$ cat src/rtl/imufd_pkg.sv
// Shared types and constants for the IMU serial frame decoder.
package imufd_pkg;

  localparam int unsigned FRAME_LEN  = 11;
  localparam int unsigned CNT_W      = $clog2(FRAME_LEN);
  localparam int unsigned NUM_AXES   = 3;
  localparam int unsigned AXIS_W     = 32;
  localparam int unsigned CFG_IDX_W  = 3;
  localparam int unsigned CFG_DATA_W = 16;

  // Position of the checksum byte within a frame.
  localparam logic [CNT_W-1:0] LAST_POS = CNT_W'(FRAME_LEN - 1);
  localparam logic [CNT_W-1:0] KIND_POS = CNT_W'(1);

  typedef enum logic [2:0] {
    ST_ACCEL    = 3'd0,
    ST_GYRO     = 3'd1,
    ST_ANGLE    = 3'd2,
    ST_UNKNOWN  = 3'd3,
    ST_CSUM_ERR = 3'd4
  } status_e;

  typedef enum logic [CFG_IDX_W-1:0] {
    REG_START_BYTE  = 3'd0,
    REG_ACCEL_ID    = 3'd1,
    REG_GYRO_ID     = 3'd2,
    REG_ANGLE_ID    = 3'd3,
    REG_ACCEL_SCALE = 3'd4,
    REG_GYRO_SCALE  = 3'd5,
    REG_ANGLE_SCALE = 3'd6
  } reg_idx_e;

  localparam logic [7:0]  RST_START_BYTE  = 8'd85;
  localparam logic [7:0]  RST_ACCEL_ID    = 8'd81;
  localparam logic [7:0]  RST_GYRO_ID     = 8'd82;
  localparam logic [7:0]  RST_ANGLE_ID    = 8'd83;
  localparam logic [15:0] RST_ACCEL_SCALE = 16'd1568;
  localparam logic [15:0] RST_GYRO_SCALE  = 16'd20000;
  localparam logic [15:0] RST_ANGLE_SCALE = 16'd1800;

  typedef struct packed {
    logic [7:0]  start_byte;
    logic [7:0]  accel_id;
    logic [7:0]  gyro_id;
    logic [7:0]  angle_id;
    logic [15:0] accel_scale;
    logic [15:0] gyro_scale;
    logic [15:0] angle_scale;
  } cfg_t;

endpackage

$ cat src/rtl/imufd_cfg_regs.sv
// Configuration register file of the IMU serial frame decoder.
module imufd_cfg_regs (
  input  logic                                 clk_i,
  input  logic                                 rst_ni,
  input  logic                                 wr_en_i,
  input  logic [imufd_pkg::CFG_IDX_W-1:0]      wr_index_i,
  input  logic [imufd_pkg::CFG_DATA_W-1:0]     wr_data_i,
  output imufd_pkg::cfg_t                      cfg_o
);

  imufd_pkg::cfg_t cfg_q, cfg_d;

  always_comb begin
    cfg_d = cfg_q;
    if (wr_en_i) begin
      unique case (wr_index_i)
        imufd_pkg::REG_START_BYTE:  cfg_d.start_byte  = wr_data_i[7:0];
        imufd_pkg::REG_ACCEL_ID:    cfg_d.accel_id    = wr_data_i[7:0];
        imufd_pkg::REG_GYRO_ID:     cfg_d.gyro_id     = wr_data_i[7:0];
        imufd_pkg::REG_ANGLE_ID:    cfg_d.angle_id    = wr_data_i[7:0];
        imufd_pkg::REG_ACCEL_SCALE: cfg_d.accel_scale = wr_data_i;
        imufd_pkg::REG_GYRO_SCALE:  cfg_d.gyro_scale  = wr_data_i;
        imufd_pkg::REG_ANGLE_SCALE: cfg_d.angle_scale = wr_data_i;
        default: cfg_d = cfg_q;
      endcase
    end
  end

  always_ff @(posedge clk_i or negedge rst_ni) begin
    if (!rst_ni) begin
      cfg_q.start_byte  <= imufd_pkg::RST_START_BYTE;
      cfg_q.accel_id    <= imufd_pkg::RST_ACCEL_ID;
      cfg_q.gyro_id     <= imufd_pkg::RST_GYRO_ID;
      cfg_q.angle_id    <= imufd_pkg::RST_ANGLE_ID;
      cfg_q.accel_scale <= imufd_pkg::RST_ACCEL_SCALE;
      cfg_q.gyro_scale  <= imufd_pkg::RST_GYRO_SCALE;
      cfg_q.angle_scale <= imufd_pkg::RST_ANGLE_SCALE;
    end else begin
      cfg_q <= cfg_d;
    end
  end

  assign cfg_o = cfg_q;

endmodule

$ cat src/rtl/imu_serial_frame_decoder_unit.sv
// Top level of the IMU serial frame decoder: byte input, frame parser, scaled result output.
//
// The decoder takes one received byte per word on the slave stream and returns one result
// word per complete 11-byte frame on the master stream. Bytes are dropped until one equals
// the start byte; the frame that follows is taken without resync. A byte is held in the
// input register, then processed; a frame's result enters the result register when its
// checksum byte is processed. The sustained rate is one byte per cycle unless the result
// stream stalls, set by the single frame-parsing stage; each 16-bit word is multiplied by
// the selected full-scale value as soon as its high byte arrives, on one shared 17x17
// multiplier, so the checksum byte only compares and selects. The kind and scale are latched
// on the kind byte, so configuration must stay still while a frame is in progress. Physical
// value = axis / 327680. Status 3 (unknown kind) and 4 (checksum error) come with zero axes.
module imu_serial_frame_decoder_unit (
  input  logic                                clk_i,
  input  logic                                rst_ni,
  // Received bytes. tdata: [7:0] rx_byte.
  input  logic                                s_axis_tvalid,
  output logic                                s_axis_tready,
  input  logic [7:0]                          s_axis_tdata,
  // Results. tdata: [31:0] axis_x, [63:32] axis_y, [95:64] axis_z.
  output logic                                m_axis_tvalid,
  input  logic                                m_axis_tready,
  output logic [95:0]                         m_axis_tdata,
  // tuser: [2:0] status.
  output logic [2:0]                          m_axis_tuser,
  // Configuration writes.
  input  logic                                cfg_valid_i,
  output logic                                cfg_ready_o,
  input  logic [imufd_pkg::CFG_IDX_W-1:0]     cfg_index_i,
  input  logic [imufd_pkg::CFG_DATA_W-1:0]    cfg_data_i
);

  localparam int unsigned CW = imufd_pkg::CNT_W;

  imufd_pkg::cfg_t cfg;

  assign cfg_ready_o = 1'b1;

  imufd_cfg_regs u_cfg_regs (
    .clk_i      (clk_i),
    .rst_ni     (rst_ni),
    .wr_en_i    (cfg_valid_i),
    .wr_index_i (cfg_index_i),
    .wr_data_i  (cfg_data_i),
    .cfg_o      (cfg)
  );

  // Input register.
  logic       in_valid_q, in_valid_d;
  logic [7:0] in_byte_q, in_byte_d;

  // Parser state.
  logic                in_frame_q, in_frame_d;
  logic [CW-1:0]       count_q, count_d;
  logic [7:0]          sum_q, sum_d;
  logic [7:0]          lo_byte_q, lo_byte_d;
  imufd_pkg::status_e  kind_q, kind_d;
  logic [15:0]         scale_q, scale_d;
  logic signed [imufd_pkg::AXIS_W-1:0] axis_q [imufd_pkg::NUM_AXES];
  logic signed [imufd_pkg::AXIS_W-1:0] axis_d [imufd_pkg::NUM_AXES];

  // Result register.
  logic                m_valid_q, m_valid_d;
  imufd_pkg::status_e  m_status_q, m_status_d;
  logic signed [imufd_pkg::AXIS_W-1:0] m_axis_q [imufd_pkg::NUM_AXES];
  logic signed [imufd_pkg::AXIS_W-1:0] m_axis_d [imufd_pkg::NUM_AXES];

  logic                en;
  logic                take;
  logic signed [16:0]  raw_word;
  logic signed [16:0]  scale_s;
  logic signed [33:0]  product;
  logic [1:0]          axis_idx;
  logic                is_word_hi;
  logic                csum_ok;
  logic                emit;

  // The parse stage advances whenever the result register is free or being drained.
  assign en            = !m_valid_q || m_axis_tready;
  assign s_axis_tready = en || !in_valid_q;
  assign take          = en && in_valid_q;

  assign raw_word = $signed({in_byte_q[7], in_byte_q, lo_byte_q});
  assign scale_s  = $signed({1'b0, scale_q});
  assign product  = raw_word * scale_s;
  // Word high bytes sit at positions 3, 5 and 7.
  assign axis_idx   = count_q[2:1] - 2'd1;
  assign is_word_hi = count_q[0] && (count_q >= CW'(3)) && (count_q <= CW'(7));
  assign csum_ok    = (sum_q == in_byte_q);
  assign emit       = take && in_frame_q && (count_q == imufd_pkg::LAST_POS);

  always_comb begin
    in_valid_d = in_valid_q;
    in_byte_d  = in_byte_q;
    if (s_axis_tready) begin
      in_valid_d = s_axis_tvalid;
      in_byte_d  = s_axis_tdata;
    end
  end

  always_comb begin
    in_frame_d = in_frame_q;
    count_d    = count_q;
    sum_d      = sum_q;
    lo_byte_d  = lo_byte_q;
    kind_d     = kind_q;
    scale_d    = scale_q;
    axis_d     = axis_q;
    if (take) begin
      if (!in_frame_q) begin
        if (in_byte_q == cfg.start_byte) begin
          in_frame_d = 1'b1;
          count_d    = CW'(1);
          sum_d      = in_byte_q;
        end
      end else if (count_q != imufd_pkg::LAST_POS) begin
        count_d   = count_q + CW'(1);
        sum_d     = sum_q + in_byte_q;
        lo_byte_d = in_byte_q;
        if (count_q == imufd_pkg::KIND_POS) begin
          // The first matching id wins when ids coincide.
          priority if (in_byte_q == cfg.accel_id) begin
            kind_d  = imufd_pkg::ST_ACCEL;
            scale_d = cfg.accel_scale;
          end else if (in_byte_q == cfg.gyro_id) begin
            kind_d  = imufd_pkg::ST_GYRO;
            scale_d = cfg.gyro_scale;
          end else if (in_byte_q == cfg.angle_id) begin
            kind_d  = imufd_pkg::ST_ANGLE;
            scale_d = cfg.angle_scale;
          end else begin
            kind_d  = imufd_pkg::ST_UNKNOWN;
            scale_d = '0;
          end
        end
        if (is_word_hi) begin
          axis_d[axis_idx] = product[imufd_pkg::AXIS_W-1:0];
        end
      end else begin
        in_frame_d = 1'b0;
        count_d    = '0;
        sum_d      = '0;
      end
    end
  end

  always_comb begin
    m_valid_d  = m_valid_q;
    m_status_d = m_status_q;
    m_axis_d   = m_axis_q;
    if (en) begin
      m_valid_d = emit;
      if (emit) begin
        m_status_d = csum_ok ? kind_q : imufd_pkg::ST_CSUM_ERR;
        for (int i = 0; i < imufd_pkg::NUM_AXES; i++) begin
          m_axis_d[i] = (csum_ok && (kind_q != imufd_pkg::ST_UNKNOWN)) ? axis_q[i] : '0;
        end
      end
    end
  end

  always_ff @(posedge clk_i or negedge rst_ni) begin
    if (!rst_ni) begin
      in_valid_q <= 1'b0;
      in_frame_q <= 1'b0;
      count_q    <= '0;
      sum_q      <= '0;
      m_valid_q  <= 1'b0;
    end else begin
      in_valid_q <= in_valid_d;
      in_frame_q <= in_frame_d;
      count_q    <= count_d;
      sum_q      <= sum_d;
      m_valid_q  <= m_valid_d;
    end
  end

  always_ff @(posedge clk_i) begin
    in_byte_q  <= in_byte_d;
    lo_byte_q  <= lo_byte_d;
    kind_q     <= kind_d;
    scale_q    <= scale_d;
    axis_q     <= axis_d;
    m_status_q <= m_status_d;
    m_axis_q   <= m_axis_d;
  end

  assign m_axis_tvalid = m_valid_q;
  assign m_axis_tuser  = m_status_q;
  assign m_axis_tdata  = {m_axis_q[2], m_axis_q[1], m_axis_q[0]};

  // A completed frame always lands in the result register on the next edge.
  a_emit_lands: assert property (@(posedge clk_i) disable iff (!rst_ni)
    emit |=> m_valid_q)
    else $error("frame end did not produce a result");

  // Error and unknown-kind results never carry axis data.
  a_zero_axes: assert property (@(posedge clk_i) disable iff (!rst_ni)
    (m_valid_q && ((m_status_q == imufd_pkg::ST_UNKNOWN) ||
                   (m_status_q == imufd_pkg::ST_CSUM_ERR)))
    |-> (m_axis_tdata == '0))
    else $error("nonzero axes on a status-only result");

  // The byte counter stays at zero while hunting and inside the frame while framing.
  a_count_range: assert property (@(posedge clk_i) disable iff (!rst_ni)
    (in_frame_q ? (count_q <= imufd_pkg::LAST_POS && count_q != '0) : (count_q == '0)))
    else $error("byte counter out of range");

  // The input side only stalls when a byte is already held.
  a_no_drop: assert property (@(posedge clk_i) disable iff (!rst_ni)
    !s_axis_tready |-> (in_valid_q && !en))
    else $error("input stalled without a held byte");

endmodule

$ cat config.mk
export PLATFORM = sky130hd
export DESIGN_NAME = imu_serial_frame_decoder_unit
export DESIGN_NICKNAME = d
export VERILOG_FILES = /design/src/rtl/imufd_pkg.sv /design/src/rtl/imufd_cfg_regs.sv /design/src/rtl/imu_serial_frame_decoder_unit.sv
export SDC_FILE = /design/constraint.sdc
export NUM_CORES = 1
export LEC_CHECK = 0
export ABC_AREA = 1
export BUFFER_PORTS_ARGS = -buffer_cell sky130_fd_sc_hd__buf_4
export CORE_MARGIN = 2
export CORE_UTILIZATION = 50
export DETAILED_ROUTE_END_ITERATION = 10
export PLACE_DENSITY = 0.69
export SLEW_MARGIN = 40
export SYNTH_ARGS = -nofsm -noshare
export SYNTH_HDL_FRONTEND = slang
export SYNTH_SLANG_ARGS = --single-unit
$ cat constraint.sdc
create_clock -name clk_i -period 7.1 [get_ports clk_i]
set_input_delay 1.775 -clock clk_i [delete_from_list [all_inputs] [get_ports clk_i]]
set_output_delay 1.775 -clock clk_i [all_outputs]
set_load 0.005 [all_outputs]
==> flow_summary_export.csv <==
group,metric,value,unit
final_layout,layout.area.seq,0.00929,mm^2
floorplan,core_area,0.0444,mm^2
min_path,holdPathEnd,"u_cfg_regs.cfg_o[1]",
global_route,grt_pass1_wl,84.0,mm
yosys,synth_warnings,0,
floorplan,rows,77,
yosys,ys_async_sr_fraction,0.293,
worst_setup_path,arrival,6.25,ns
worst_setup_path,ff2ff_path_depth,18,
worst_setup_path,path_cells,"nand2_1 > fa_1 > fa_1 > fa_1 > inv_1 > fa_1 > fa_1 > inv_1 > fa_1 > inv_1 > ha_1 > nand2_1 > nor2_1 > nand3_1 > nand3_1 > nand2_1 > nand3_1 > nand2_1",
final_layout,antenna-diode-count,0,
worst_setup_path,critPathRequiredTime,7.35,ns
yosys,synth_compound_area_frac,0.0334,
timing,hold_viol,0,
cts,ctsHtreeMaxLevel,2,
worst_setup_path,crit_buf_inv,3,
drt,vias,16000,
timing,slew_headroom,0.438,
yosys,synth-edff-count,229,
cts,cts_tree,"yes",
floorplan,boundaryPins,134,
timing,post-route-period-util,0.845,
yosys,synth_cell_types,40,
floorplan,die_area,0.0470,mm^2
global_route,grt_pass1_vias,16600,
timing,setup_tns,0,ns
drt,first_pass_iters,7,
timing,rsz0062_at_grt,"false",
yosys,synthSimpleGateAreaFrac,0.177,
worst_setup_path,crit_fanout,16,
cts,cts_hold_buffers,0,
floorplan,die_x,217,um
drt,drt_wl_total,50.2,mm
worst_setup_path,crit_slowest_cell,"edfxtp_1",
yosys,syn_nets,2879,
cts,cts_buffer_depth,3,
floorplan,start_util,0.510,
cts,cts_setup_buffers,0,
drt,remaining_drc_errors,0,
final_layout,drive_above_1_share,0.107,
timing,min_period,6.00,ns
drt,routedWlPerCell,15.5,um
worst_setup_path,end_kind,"flop",
yosys,synth_flop_cell,"edfxtp_1",
yosys,ys_ff_latch,324,
global_route,grt_overflow_total,0,
worst_setup_path,rr_endpoint,"axis_q[55]",
worst_setup_path,r2r_slack,1.10,ns
yosys,syn_area,0.0226,mm^2
placement,dp_hpwl,38.5,mm
timing,setup-violations-final,0,
worst_setup_path,crit_family,"adder cells",
min_path,worstHoldPathCells,2,
worst_setup_path,startpoint_type,"flop",
drt,drt-initial-drc-count,1150,
drt,ant_nets,0,
flow_run,cap_violations,0,
timing,final_max_slew_viol_count,0,
global_route,grt_usage,0.224,
drt,vias_per_cell,4.92,
worst_setup_path,reg2reg_from,"scale_q[13]",
cts,cts_resized,0,
yosys,synth_seq_area_share,0.410,
yosys,avgSynthCellArea,8.95,um^2
yosys,synth_mux_area_frac,0,
placement,place_inst,3178,
cts,insertion_delay,0.54,ns
placement,place.port_buffers,132,
final_layout,syn2layout_area_growth,11.8,%
final_layout,multi_input_area,0.0105,mm^2
global_route,grt_max_degree,97,
cts,ctsRootBufferMaster,"clkbuf_16",
final_layout,fillers,3883,
min_path,hp-start,"u_cfg_regs.cfg_o[1]",
final_layout,final_cells,3242,
worst_setup_path,crit_type,"reg2reg",
outcome,status,"finished, final reports clean",
final_layout,layout_common_cells,"674 x nand2_1, 632 x inv_1, 229 x edfxtp_1",
yosys,synth_top_family_by_area,"adder cells",
floorplan,die_h,217,um
placement,gp_congestion,0.919,
yosys,syn_inst,2528,
min_path,hold_path.class,"reg2reg",
worst_setup_path,crit_top_cell,"fa_1",
worst_setup_path,cp_slowest_stage_delay,0.83,ns
timing,tightest_slew,0.843,ns
timing,clock_skew,0.0212,ns
final_layout,mostFrequentLayoutCell,"nand2_1",
yosys,synthXorXnorAreaFrac,0.0116,
global_route,antenna_found_initial,0,
yosys,synthAdderAreaFrac,0.241,
cts,clkTransAtPathRegs,0.06,ns
cts,numCtsBuffers,36,
timing,max_freq,167,MHz
cts,cts.sinks,324,
final_layout,nets,2976,
## metrics by stage
step / cell area (um^2) / worst slack (ns) / hold slack [ns] / util
2_1_floorplan: 22600 / 0.286 / 0.451 / -
3_3_place_gp: 24100 / 1.17 / 0.465 / 0.542
3_5_place_dp: 24100 / 1.15 / 0.473 / 0.542
4_1_cts: 25300 / 1.13 / 0.488 / 0.569
5_1_grt: 25300 / 0.817 / 0.509 / 0.570
6_report: 25300 / 1.10 / 0.489 / 0.570
## layout make-up
class,count,share of cell area
Multi-Input combinational cell,1477,0.416
Sequential cell,324,0.367
Inverter,635,0.0943
Timing Repair Buffer,151,0.0464
Clock buffer,45,0.0390
Tap cell,592,0.0293
Clock inverter,18,0.00831
## cell families after synthesis
| group | count (synthesis) |
|---|---|
| AOI/OAI and AO/OA | 137 |
| xor gates and xnor gates | 29 |
| adders and majority gates | 319 |
| buffers and inverters | 727 |
| DFF | 324 |
| other | 1 |
| and+or+nand+nor | 991 |
## state kept, by name, indices dropped and copies added, names as in the netlist, 2 cells and up
signal            flops
sum_q                 8
scale_q              16
count_q               4
m_axis_tdata         96
lo_byte_q             8
u_cfg_regs.cfg_o     80
kind_q                2
m_axis_tuser          3
in_byte_q             8
axis_q               96
## worst max path at each step
stage                        startpoint              end  slack [ns]  depth (start not counted)
after floorplan           m_axis_tready  m_axis_tdata[0]        0.29                          4
after global placement      scale_q[13]       axis_q[55]        1.17                         18
after detailed placement   in_byte_q[7]       axis_q[61]        1.15                         19
after CTS                  in_byte_q[7]       axis_q[93]        1.13                         19
after global routing         scale_q[6]       axis_q[31]        0.82                         20
final                       scale_q[13]       axis_q[55]        1.10                         18
## routing by layer
metal	up-vias	wire length, um	track usage
li1	7721	-	-
met1	7706	21400	0.285
met2	433	24900	0.397
met3	93	2410	0.0307
met4	0	1440	0.0726
met5	-	0	0
## synth_stat cells (7+ instances only)
library cell,number,area share
nand2_1,677,0.11
inv_1,632,0.10
edfxtp_1,229,0.30
fa_1,195,0.17
nor2_1,188,0.031
ha_1,124,0.069
o21ai_0,83,0.018
nand3_1,80,0.018
dfrtp_1,69,0.076
clkbuf_1,61,0.010
a21oi_1,30,0.0066
dfstp_2,26,0.030
xor2_1,18,0.0070
a21oi_2,13,0.0050
buf_6,12,0.0060
nand4_1,11,0.0030
xnor2_1,10,0.0039
buf_2,9,0.0020
nand3_2,9,0.0040
or2_2,8,0.0022
buf_4,7,0.0023
## tightest hold or removal path: cells and delay by family (launching register included)
family             cells  cell delay (ns)
and+or+nand+nor        1             0.05
DFF                    1             0.34
AOI/OAI and AO/OA      1             0.06
Power is left out: the tool's default activity adds up to more than one toggle a clock period on the data nets, which glitch-free logic cannot reach.
